File: config.mk
export PLATFORM = sky130hd
export DESIGN_NAME = psg_register_write_translator_flat
export DESIGN_NICKNAME = d
export VERILOG_FILES = /design/src/hdl/psg_rwt_pkg.sv /design/src/hdl/psg_rwt_if.sv /design/src/hdl/psg_register_write_translator.sv /design/src/hdl/psg_rwt_core.sv /design/src/hdl/psg_rwt_out.sv /design/src/flat_wrapper.sv
export VERILOG_INCLUDE_DIRS = /design/src /design/src/hdl
export SDC_FILE = /design/constraint.sdc
export NUM_CORES = 1
export LEC_CHECK = 0
export ABC_AREA = 1
export BUFFER_PORTS_ARGS = -buffer_cell sky130_fd_sc_hd__buf_4
export CORE_AREA = 2 2 175 177
export CTS_CLUSTER_SIZE = 12
export DETAILED_ROUTE_END_ITERATION = 7
export DIE_AREA = 0 0 177 179
export GPL_ROUTABILITY_DRIVEN = 0
export GPL_TIMING_DRIVEN = 0
export PLACE_DENSITY = 0.5
export SLEW_MARGIN = 0
export SYNTH_ARGS = -nofsm -noshare
export SYNTH_HDL_FRONTEND = slang
export SYNTH_SLANG_ARGS = --single-unit
File: constraint.sdc
create_clock -name clk -period 7.62 [get_ports clk]
set_input_delay 1.524 -clock clk [delete_from_list [all_inputs] [get_ports clk]]
set_output_delay 1.524 -clock clk [all_outputs]
set_load 0.03 [all_outputs]
File: src/hdl/psg_register_write_translator_defines.svh
// assertion macros shared by the translator modules
`ifndef PSG_REGISTER_WRITE_TRANSLATOR_DEFINES_SVH
`define PSG_REGISTER_WRITE_TRANSLATOR_DEFINES_SVH

// a condition that holds on every cycle out of reset
`define PSG_ASSERT_ALWAYS(lbl, cond, msg) \
  lbl: assert property (@(posedge clk) disable iff (rst) (cond)) else $error(msg);

// a condition that implies another in the same cycle
`define PSG_ASSERT_SAME(lbl, ante, cons, msg) \
  lbl: assert property (@(posedge clk) disable iff (rst) (ante) |-> (cons)) else $error(msg);

// a condition that implies another in the next cycle
`define PSG_ASSERT_NEXT(lbl, ante, cons, msg) \
  lbl: assert property (@(posedge clk) disable iff (rst) (ante) |=> (cons)) else $error(msg);

`endif

File: src/hdl/psg_rwt_pkg.sv
// types, codes and shape table of the sound register translator
package psg_rwt_pkg;

  localparam int NumRegs  = 16;
  localparam int NumCh    = 3;
  localparam int MaxBurst = 10;

  localparam logic OP_WRITE = 1'b0;
  localparam logic OP_TICK  = 1'b1;

  localparam logic [3:0] REG_NOISE = 4'd6;
  localparam logic [3:0] REG_MIXER = 4'd7;
  localparam logic [3:0] REG_VOL_A = 4'd8;
  localparam logic [3:0] REG_VOL_B = 4'd9;
  localparam logic [3:0] REG_VOL_C = 4'd10;
  localparam logic [3:0] REG_SHAPE = 4'd13;

  localparam logic [7:0] CMD_NOISE_BASE = 8'hF0;
  localparam logic [7:0] CMD_NOISE_OFF  = 8'hFF;
  localparam logic [7:0] CMD_RATE_1     = 8'hE1;
  localparam logic [7:0] CMD_RATE_2     = 8'hE2;
  localparam logic [7:0] CMD_RATE_3     = 8'hE3;
  localparam logic [7:0] CMD_RATE_4     = 8'hE4;
  localparam logic [7:0] CMD_RATE_5     = 8'hE5;
  localparam logic [7:0] CMD_RATE_6     = 8'hE6;
  localparam logic [7:0] CMD_ATT_OFF    = 8'h1F;
  localparam logic [10:0] PERIOD_MAX    = 11'h7FF;

  // shape half kinds
  localparam logic [1:0] KIND_ZERO = 2'd0;
  localparam logic [1:0] KIND_FALL = 2'd1;
  localparam logic [1:0] KIND_RISE = 2'd2;
  localparam logic [1:0] KIND_FULL = 2'd3;

  typedef logic [7:0] cmd_t;

  typedef struct packed {
    logic [MaxBurst-1:0][7:0] bytes;
    logic [3:0]               count;
  } burst_t;

  function automatic logic [3:0] shape_level(logic [3:0] shape, logic [4:0] pos);
    logic [1:0] kind;
    kind = KIND_ZERO;
    if (!pos[4]) begin
      kind = shape[2] ? KIND_RISE : KIND_FALL;
    end else begin
      unique case (shape)
        4'd8:    kind = KIND_FALL;
        4'd10:   kind = KIND_RISE;
        4'd11:   kind = KIND_FULL;
        4'd12:   kind = KIND_RISE;
        4'd13:   kind = KIND_FULL;
        4'd14:   kind = KIND_FALL;
        default: kind = KIND_ZERO;
      endcase
    end
    unique case (kind)
      KIND_FALL: return ~pos[3:0];
      KIND_RISE: return pos[3:0];
      KIND_FULL: return 4'hF;
      default:   return 4'h0;
    endcase
  endfunction

  function automatic cmd_t rate_byte(logic [4:0] p);
    if (p > 5'd28)      return CMD_RATE_6;
    else if (p > 5'd20) return CMD_RATE_5;
    else if (p > 5'd12) return CMD_RATE_4;
    else if (p > 5'd8)  return CMD_RATE_3;
    else if (p > 5'd4)  return CMD_RATE_2;
    else                return CMD_RATE_1;
  endfunction

endpackage

File: src/hdl/psg_rwt_if.sv
// input and output channel interfaces of the translator
interface psg_rwt_in_if;
  logic       valid;
  logic       ready;
  logic       operation;
  logic [3:0] reg_index;
  logic [7:0] value;

  modport source (output valid, operation, reg_index, value, input ready);
  modport sink (input valid, operation, reg_index, value, output ready);
endinterface

interface psg_rwt_out_if;
  logic       valid;
  logic       ready;
  logic [7:0] sn_command;
  logic       last;

  modport source (output valid, sn_command, last, input ready);
  modport sink (input valid, sn_command, last, output ready);
endinterface

File: src/hdl/psg_register_write_translator.sv
// top level of the sound register write translator
//
//  channel  dir  handshake      payload
//  in_ch    in   valid/ready    operation, reg_index, value
//  out_ch   out  valid/ready    sn_command, last
//  cfg      in   cfg_we         cfg_wdata (envelope_keep_position)
//
// an item is registered on accept, its burst goes to the serialiser once that is ready
// the first command byte is offered once the burst is loaded, then one byte a cycle unless out_ch stalls
// an item with n command bytes holds the serialiser until all n are taken; items with none
// never load it, so the rate is set by burst length (up to ten bytes per item)
// rst is synchronous and clears the register file, envelope positions and both stages
// one item waits in the input register while a burst drains; stalls on out_ch hold bytes
module psg_register_write_translator (
  input  logic           clk,
  input  logic           rst,
  input  logic           cfg_we,
  input  logic           cfg_wdata,
  psg_rwt_in_if.sink     in_ch,
  psg_rwt_out_if.source  out_ch
);
  import psg_rwt_pkg::*;

  burst_t burst;
  logic   burst_valid;
  logic   burst_ready;

  psg_rwt_core u_core (
    .clk         (clk),
    .rst         (rst),
    .cfg_we      (cfg_we),
    .cfg_wdata   (cfg_wdata),
    .in_ch       (in_ch),
    .burst       (burst),
    .burst_valid (burst_valid),
    .burst_ready (burst_ready)
  );

  psg_rwt_out u_out (
    .clk         (clk),
    .rst         (rst),
    .burst       (burst),
    .burst_valid (burst_valid),
    .burst_ready (burst_ready),
    .out_ch      (out_ch)
  );

endmodule

File: src/hdl/psg_rwt_core.sv
// input register, sound register file, envelope positions and burst builder
`include "psg_register_write_translator_defines.svh"

module psg_rwt_core (
  input  logic                 clk,
  input  logic                 rst,
  input  logic                 cfg_we,
  input  logic                 cfg_wdata,
  psg_rwt_in_if.sink           in_ch,
  output psg_rwt_pkg::burst_t  burst,
  output logic                 burst_valid,
  input  logic                 burst_ready
);
  import psg_rwt_pkg::*;

  logic       keep_pos;
  logic       s0_valid;
  logic       s0_op;
  logic [3:0] s0_idx;
  logic [7:0] s0_val;
  logic       s0_go;

  logic [7:0] rf      [NumRegs];
  logic [7:0] rf_next [NumRegs];
  logic [4:0] env_pos      [NumCh];
  logic [4:0] env_pos_next [NumCh];

  logic [3:0] lvl     [NumCh];
  logic [NumCh-1:0] changed;
  logic       is_vol;

  cmd_t       tb [NumCh][3];
  logic [3:0] tl [NumCh];
  cmd_t       nb;
  logic [1:0] sel_ch;
  logic [3:0] all_count;
  logic [MaxBurst-1:0][7:0] all_bytes;
  logic [MaxBurst-1:0][7:0] one_bytes;

  assign s0_go       = s0_valid && (burst.count == 4'd0 || burst_ready);
  assign in_ch.ready = !s0_valid || s0_go;
  assign burst_valid = s0_valid && burst.count != 4'd0;
  assign is_vol      = s0_idx == REG_VOL_A || s0_idx == REG_VOL_B || s0_idx == REG_VOL_C;

  always_ff @(posedge clk) begin
    if (rst) begin
      keep_pos <= 1'b0;
    end else if (cfg_we) begin
      keep_pos <= cfg_wdata;
    end
  end

  always_ff @(posedge clk) begin
    if (rst) begin
      s0_valid <= 1'b0;
    end else if (in_ch.ready) begin
      s0_valid <= in_ch.valid;
    end
  end

  always_ff @(posedge clk) begin
    if (in_ch.ready && in_ch.valid) begin
      s0_op  <= in_ch.operation;
      s0_idx <= in_ch.reg_index;
      s0_val <= in_ch.value;
    end
  end

  always_ff @(posedge clk) begin
    if (rst) begin
      for (int r = 0; r < NumRegs; r++) begin
        rf[r] <= 8'h00;
      end
      for (int c = 0; c < NumCh; c++) begin
        env_pos[c] <= 5'd0;
      end
    end else if (s0_go) begin
      rf      <= rf_next;
      env_pos <= env_pos_next;
    end
  end

  // state after this item
  always_comb begin
    rf_next      = rf;
    env_pos_next = env_pos;
    for (int c = 0; c < NumCh; c++) begin
      lvl[c]     = shape_level(rf[REG_SHAPE][3:0], env_pos[c]);
      changed[c] = rf[4'(8 + c)][4] && lvl[c] != rf[4'(8 + c)][3:0];
    end
    if (s0_op == OP_TICK) begin
      for (int c = 0; c < NumCh; c++) begin
        if (rf[4'(8 + c)][4]) begin
          rf_next[4'(8 + c)][3:0] = lvl[c];
          if (env_pos[c] == 5'd31) begin
            env_pos_next[c] = (rf[REG_SHAPE][3] && !rf[REG_SHAPE][0]) ? 5'd0 : 5'd31;
          end else begin
            env_pos_next[c] = env_pos[c] + 5'd1;
          end
        end
      end
    end else begin
      rf_next[s0_idx] = s0_val;
      if (is_vol && s0_val[4]) begin
        // envelope enable keeps only the bits set in both nibbles
        rf_next[s0_idx] = {s0_val[7:4], s0_val[3:0] & rf[s0_idx][3:0]};
        if (!keep_pos) begin
          env_pos_next[s0_idx[1:0]] = 5'd0;
        end
      end
      if (s0_idx == REG_SHAPE) begin
        for (int c = 0; c < NumCh; c++) begin
          env_pos_next[c] = 5'd0;
        end
      end
    end
  end

  // tone and noise bytes from the updated registers
  always_comb begin
    logic [10:0] per;
    logic [7:0]  base;
    logic [3:0]  vol;
    nb = CMD_NOISE_OFF;
    for (int c = 0; c < NumCh; c++) begin
      base = {1'b1, 2'(c), 5'b0};
      vol  = rf_next[4'(8 + c)][3:0];
      per  = rf_next[4'(2 * c + 1)][3] ? PERIOD_MAX
                                       : {rf_next[4'(2 * c + 1)][2:0], rf_next[4'(2 * c)]};
      if (rf_next[REG_MIXER][c]) begin
        tl[c]    = 4'd1;
        tb[c][0] = base | CMD_ATT_OFF;
      end else begin
        tl[c]    = 4'd3;
        tb[c][0] = base | {4'h0, per[3:0]};
      end
      tb[c][1] = {1'b0, per[10:4]};
      tb[c][2] = (per != 11'd0) ? (base | {4'h1, ~vol}) : (base | CMD_ATT_OFF);
    end
    // channel a has priority, so scan from c downwards
    for (int c = NumCh - 1; c >= 0; c--) begin
      vol = rf_next[4'(8 + c)][3:0];
      if (!rf_next[REG_MIXER][3 + c] && vol != 4'd0) begin
        nb = CMD_NOISE_BASE | {4'h0, ~vol};
      end
    end
  end

  // pack variable-length tone groups and the noise byte into the burst
  always_comb begin
    logic [3:0] e0;
    logic [3:0] e1;
    logic [3:0] e2;
    logic [3:0] k;
    k         = 4'd0;
    e0        = tl[0];
    e1        = tl[0] + tl[1];
    e2        = e1 + tl[2];
    all_count = e2 + 4'd1;
    sel_ch    = (s0_idx == REG_VOL_A || s0_idx == REG_VOL_B || s0_idx == REG_VOL_C)
                ? s0_idx[1:0] : s0_idx[2:1];
    for (int i = 0; i < MaxBurst; i++) begin
      all_bytes[i] = 8'h00;
      one_bytes[i] = 8'h00;
      if (4'(i) < e0) begin
        k            = 4'(i);
        all_bytes[i] = tb[0][k[1:0]];
      end else if (4'(i) < e1) begin
        k            = 4'(i) - e0;
        all_bytes[i] = tb[1][k[1:0]];
      end else if (4'(i) < e2) begin
        k            = 4'(i) - e1;
        all_bytes[i] = tb[2][k[1:0]];
      end else if (4'(i) == e2) begin
        all_bytes[i] = nb;
      end
      if (4'(i) < tl[sel_ch]) begin
        k            = 4'(i);
        one_bytes[i] = tb[sel_ch][k[1:0]];
      end else if (4'(i) == tl[sel_ch]) begin
        one_bytes[i] = nb;
      end
    end
  end

  always_comb begin
    burst.bytes = '0;
    burst.count = 4'd0;
    if (s0_op == OP_TICK) begin
      if (changed != '0) begin
        burst.bytes = all_bytes;
        burst.count = all_count;
      end
    end else begin
      unique case (s0_idx)
        4'd0, 4'd1, 4'd2, 4'd3, 4'd4, 4'd5: begin
          burst.bytes = one_bytes;
          burst.count = tl[sel_ch];
        end
        REG_NOISE: begin
          burst.bytes[0] = rate_byte(s0_val[4:0]);
          burst.bytes[1] = nb;
          burst.count    = 4'd2;
        end
        REG_MIXER: begin
          burst.bytes = all_bytes;
          burst.count = all_count;
        end
        REG_VOL_A, REG_VOL_B, REG_VOL_C: begin
          if (!s0_val[4]) begin
            burst.bytes = one_bytes;
            burst.count = tl[sel_ch] + 4'd1;
          end
        end
        default: begin
          burst.count = 4'd0;
        end
      endcase
    end
  end

  `PSG_ASSERT_NEXT(a_s0_hold, s0_valid && !s0_go, s0_valid && $stable(s0_idx), "stalled item lost")
  `PSG_ASSERT_SAME(a_count_max, s0_valid, burst.count <= 4'd10, "burst longer than ten")
  `PSG_ASSERT_SAME(a_shape_silent, s0_valid && s0_op == OP_WRITE && s0_idx == REG_SHAPE,
                   burst.count == 4'd0, "shape write produced commands")

endmodule

File: src/hdl/psg_rwt_out.sv
// burst serialiser: sends one command byte a cycle while out_ch is ready, flags the last
`include "psg_register_write_translator_defines.svh"

module psg_rwt_out (
  input  logic                 clk,
  input  logic                 rst,
  input  psg_rwt_pkg::burst_t  burst,
  input  logic                 burst_valid,
  output logic                 burst_ready,
  psg_rwt_out_if.source        out_ch
);
  import psg_rwt_pkg::*;

  logic [MaxBurst-1:0][7:0] em_bytes;
  logic [3:0]               em_left;
  logic                     take;

  assign take              = out_ch.valid && out_ch.ready;
  assign out_ch.valid      = em_left != 4'd0;
  assign out_ch.sn_command = em_bytes[0];
  assign out_ch.last       = em_left == 4'd1;
  assign burst_ready       = em_left == 4'd0 || (em_left == 4'd1 && out_ch.ready);

  always_ff @(posedge clk) begin
    if (rst) begin
      em_left <= 4'd0;
    end else if (burst_valid && burst_ready) begin
      em_left <= burst.count;
    end else if (take) begin
      em_left <= em_left - 4'd1;
    end
  end

  always_ff @(posedge clk) begin
    if (burst_valid && burst_ready) begin
      em_bytes <= burst.bytes;
    end else if (take) begin
      em_bytes <= {8'h00, em_bytes[MaxBurst-1:1]};
    end
  end

  `PSG_ASSERT_NEXT(a_load, burst_valid && burst_ready, em_left == $past(burst.count),
                   "burst not loaded")
  `PSG_ASSERT_NEXT(a_step, take && em_left > 4'd1, em_left == $past(em_left) - 4'd1,
                   "byte count did not step")
  `PSG_ASSERT_ALWAYS(a_left_max, em_left <= 4'd10, "byte count out of range")

endmodule

File: src/flat_wrapper.sv
// flat-port wrapper written by rule: the top's interface ports become plain ports
module psg_register_write_translator_flat import psg_rwt_pkg::*;
  (clk, rst, cfg_we, cfg_wdata, in_ch_valid, in_ch_operation, in_ch_reg_index, in_ch_value, in_ch_ready, out_ch_valid, out_ch_sn_command, out_ch_last, out_ch_ready);
  psg_rwt_in_if in_ch_i ();
  psg_rwt_out_if out_ch_i ();
  input  logic clk;
  input  logic rst;
  input  logic cfg_we;
  input  logic cfg_wdata;
  input wire logic [$bits(in_ch_i.valid)-1:0] in_ch_valid;
  input wire logic [$bits(in_ch_i.operation)-1:0] in_ch_operation;
  input wire logic [$bits(in_ch_i.reg_index)-1:0] in_ch_reg_index;
  input wire logic [$bits(in_ch_i.value)-1:0] in_ch_value;
  output wire logic [$bits(in_ch_i.ready)-1:0] in_ch_ready;
  output wire logic [$bits(out_ch_i.valid)-1:0] out_ch_valid;
  output wire logic [$bits(out_ch_i.sn_command)-1:0] out_ch_sn_command;
  output wire logic [$bits(out_ch_i.last)-1:0] out_ch_last;
  input wire logic [$bits(out_ch_i.ready)-1:0] out_ch_ready;
  assign in_ch_i.valid = in_ch_valid;
  assign in_ch_i.operation = in_ch_operation;
  assign in_ch_i.reg_index = in_ch_reg_index;
  assign in_ch_i.value = in_ch_value;
  assign in_ch_ready = in_ch_i.ready;
  assign out_ch_valid = out_ch_i.valid;
  assign out_ch_sn_command = out_ch_i.sn_command;
  assign out_ch_last = out_ch_i.last;
  assign out_ch_i.ready = out_ch_ready;
  psg_register_write_translator u_core (.clk(clk), .rst(rst), .cfg_we(cfg_we), .cfg_wdata(cfg_wdata), .in_ch(in_ch_i), .out_ch(out_ch_i));
endmodule
==> impl_metrics.csv <==
group,metric,value,unit
power,finalPower,3.61,mW
synthesis,ys_dominant_reg_cell,"edfxtp_1",
cells_and_area,fillers,3210,
clock_tree,htreeDepth,4,
floorplanning,die_y,179,um
hold_path,hp-start,"u_core.u_core.rf[123]",
cells_and_area,final_nets,1566,
setup_path,cp.arrival,4220,ps
power,p_leak,5.08,nW
sta,fin_tns_setup,0,ps
global_routing,grt_pass1_vias,9304,
clock_tree,clk_pin_slew,70,ps
cells_and_area,syn2layout_area_growth,13.3,%
power,clkPwrFrac,26.6,%
cells_and_area,multiInputGateArea,5180,sq um
synthesis,synth_fp_nets,1520,
routing,wl,36.0,mm
routing,ant_nets,0,
routing,drc,0,
setup_path,critical_path_class,"flip-flop to output pin",
power,switching_share,38.2,%
routing,drtPass1Iterations,6,
sta,finalSetupViolations,0,
cells_and_area,final_core_util,38.7,%
setup_path,r2r_start,"u_core.u_core.s0_idx[3]",
synthesis,synth_edf_count,93,
setup_path,cp-start-kind,"flip-flop",
floorplanning,rows,64,
sta,report.final.hold_viol_count,0,
global_routing,top_usage_layer,"met2",
clock_tree,clockBufferDepth,2,
synthesis,syn_avg_cell_area,6.93,sq um
synthesis,yosys.cell_types.count,48,
setup_path,path_max_fanout,13,
cells_and_area,regArea,4210,sq um
synthesis,netlist_area,10300,sq um
synthesis,synthArstFlopShare,0,%
routing,drtIter0Drc,860,
clock_tree,cts_hold_buffers,0,
setup_path,cp_data_required_time,6100,ps
synthesis,synth-seq-cells,164,
power,power.share.combinational,35.5,%
hold_path,worstHoldEndpoint,"u_core.u_core.rf[123]",
place,portBuffers,26,
sta,skew,10.6,ps
global_routing,grt.overflow.total,0,
sta,rsz0062_at_grt,"no",
global_routing,grt_usage,23.2,%
floorplanning,pin_count,30,
synthesis,syn_inst,1482,
floorplanning,initial_core_util,34.2,%
synthesis,ys_warn_count,0,
synthesis,seq_area_frac_synth,41.0,%
global_routing,grt_util_met3,3.63,%
clock_tree,clkSinkCount,164,
hold_path,min_path_cells,2,
sta,fin_crit_sh,75.4,%
setup_path,end_kind,"output pin",
flow_run,drv_cap,0,
power,powerDensity,310,nW/um^2
status,status,"complete, no violations",
global_routing,grt_pass1_wl,54.8,mm
power,p_int,2.23,mW
clock_tree,root_buffer,"clkbuf_16",
clock_tree,numCtsBuffers,17,
global_routing,met2_usage,37.5,%
global_routing,grtUsageMet1,31.1,%
power,power_frac_seq,37.9,%
routing,avgRoutedWirePerCell,18.6,um
clock_tree,cts_setup_buffers,0,
setup_path,regToRegSetupSlack,2580,ps
clock_tree,clk_latency,450,ps
floorplanning,dieArea,31700,sq um
routing,viasPerCell,5.20,
cells_and_area,drive_gt1_share,9.21,%
sta,fin_crit,5740,ps
cells_and_area,antenna_cells,0,
hold_path,hp-class,"flip-flop to flip-flop",
setup_path,reg2reg_to,"u_core.u_out.em_bytes[10]",
power,ir_drop,0.000169,V
global_routing,antenna_found_initial,0,
floorplanning,die_w,177,um
place,dp_hpwl,27.6,mm
clock_tree,cts_tree,"done",
clock_tree,cts_resized,0,
floorplanning,core_area,30000,sq um
sta,clock.fmax,174,MHz
setup_path,rr_worst_depth,26,
power,p_switching,1.38,mW
routing,num_vias,10077,
sta,relSlewSlack,42.9,%
sta,slew_violations,0,
global_routing,grt_max_degree,65,
sta,tightest_slew,856,ps
## area by class of cell
type / instances / share of cell area [%]
Buffer: 91 / 3.98
Clock buffer: 17 / 3.66
Clock inverter: 15 / 1.85
Inverter: 110 / 3.57
Multi-Input combinational cell: 1117 / 44.6
Sequential cell: 164 / 36.2
Tap cell: 396 / 4.26
Timing Repair Buffer: 27 / 1.91
## stage by stage
stage / setup slack [ps] / std cells / cell area [sq um] / hold slack [ps]
2_1_floorplan: 2930 / 1482 / 10300 / 444
6_report: 1880 / 1937 / 11600 / 473
4_1_cts: 1870 / 1937 / 11600 / 475
3_5_place_dp: 2380 / 1905 / 11000 / 464
3_3_place_gp: 1050 / 1904 / 11000 / 454
5_1_grt: 1660 / 1937 / 11600 / 492
## worst max-delay path by stage
| stage | from | endpoint | slack, ps | depth (start not counted) |
|---|---|---|---|---|
| after global placement | u_core.u_core.s0_val[0] | u_core.u_out.em_left[0] | 1050 | 17 |
| final | u_core.u_core.s0_val[0] | in_ch_ready | 1880 | 14 |
| after CTS | u_core.u_core.s0_val[0] | in_ch_ready | 1870 | 14 |
| after global routing | u_core.u_core.s0_idx[2] | in_ch_ready | 1660 | 16 |
| after detailed placement | u_core.u_core.s0_val[0] | in_ch_ready | 2380 | 14 |
| after floorplan | u_core.u_core.s0_idx[1] | u_core.u_out.em_bytes[10] | 2930 | 16 |
## state kept, by name, indices dropped and copies added, names as in the netlist
register / count
u_core.u_core.s0_idx: 4
u_core.u_core.rf: 66
u_core.u_out.out_ch.sn_command: 8
u_core.u_out.em_left: 4
u_core.u_out.em_bytes: 72
u_core.u_core.s0_valid: 1
u_core.u_core.s0_val: 8
u_core.u_core.s0_op: 1
## cell usage after synthesis (all sizes together), types with 2 or more instances
master | instances | area (sq um)
clkbuf | 35 | 131
o31ai | 7 | 67.6
nand4 | 41 | 257
edfxtp | 93 | 2790
nor3 | 6 | 30.0
o2111ai | 2 | 17.5
a21oi | 83 | 415
clkinv | 2 | 7.51
dfxtp | 71 | 1420
a21boi | 2 | 15.0
xor2 | 2 | 17.5
a21o | 3 | 22.5
o21ai | 175 | 883
o22ai | 4 | 31.3
inv | 108 | 408
o211ai | 4 | 30.0
nand2 | 554 | 2100
a31oi | 2 | 12.5
mux2 | 3 | 33.8
nand3 | 67 | 345
buf | 56 | 332
ha | 18 | 225
nor2 | 123 | 477
mux2i | 10 | 100
or2 | 2 | 12.5
## kinds of logic after synthesis
kind of cell               count (synthesis)  synth area share (%)
buffers and inverters                    201                  8.55
and+or+nand+nor                          796                  31.6
xor gates and xnor gates                   2                 0.171
AOI/OAI and AO/OA                        287                  15.0
muxes                                     13                  1.30
adders and majority gates                 19                  2.39
DFF                                      164                  41.0
## cell usage in the layout, fill, tap and decap left out, types with 6 or more instances in the layout
cell type | Yosys | final
mux2i_1 | 10 | 10
buf_4 | 16 | 42
clkbuf_1 | 35 | 35
a21oi_1 | 83 | 83
nand4_1 | 41 | 41
clkbuf_16 | 0 | 17
buf_1 | 11 | 11
dfxtp_1 | 71 | 71
nand2_2 | 6 | 6
inv_2 | 12 | 12
nor2_1 | 119 | 119
inv_1 | 95 | 95
nor3_1 | 6 | 6
inv_6 | 0 | 6
edfxtp_1 | 93 | 93
nand2_1 | 547 | 546
buf_2 | 25 | 25
o21ai_0 | 125 | 125
ha_1 | 18 | 18
nand3_1 | 65 | 65
o21ai_1 | 48 | 48
## routing by layer
layer	up-vias	share of wire [%]
met4	0	3.1
met3	68	5.9
li1	4981	-
met2	347	46
met1	4681	45
met5	-	0
## critical path, stage by stage, from the launching register on
cell	delay, ps
edfxtp_1	320
clkbuf_1	460
nand3_1	140
nand2_1	100
nand2_1	60
nand2_1	80
clkbuf_1	650
fa_1	660
nor2_1	310
a311oi_1	90
nand2_1	190
nand2_1	80
nand2_2	150
nand3_1	210
buf_4	250
## power by group through the flow
stage	Clock (mW)	Sequential, mW	Combinational (mW)
global route	1.01	1.39	1.42
finish	0.958	1.37	1.28
global placement	0	1.41	1.25
detailed placement	0	1.38	1.27
floorplan	0	1.37	0.872
CTS	0.979	1.37	1.27
Power figures use the tool's default switching activity.
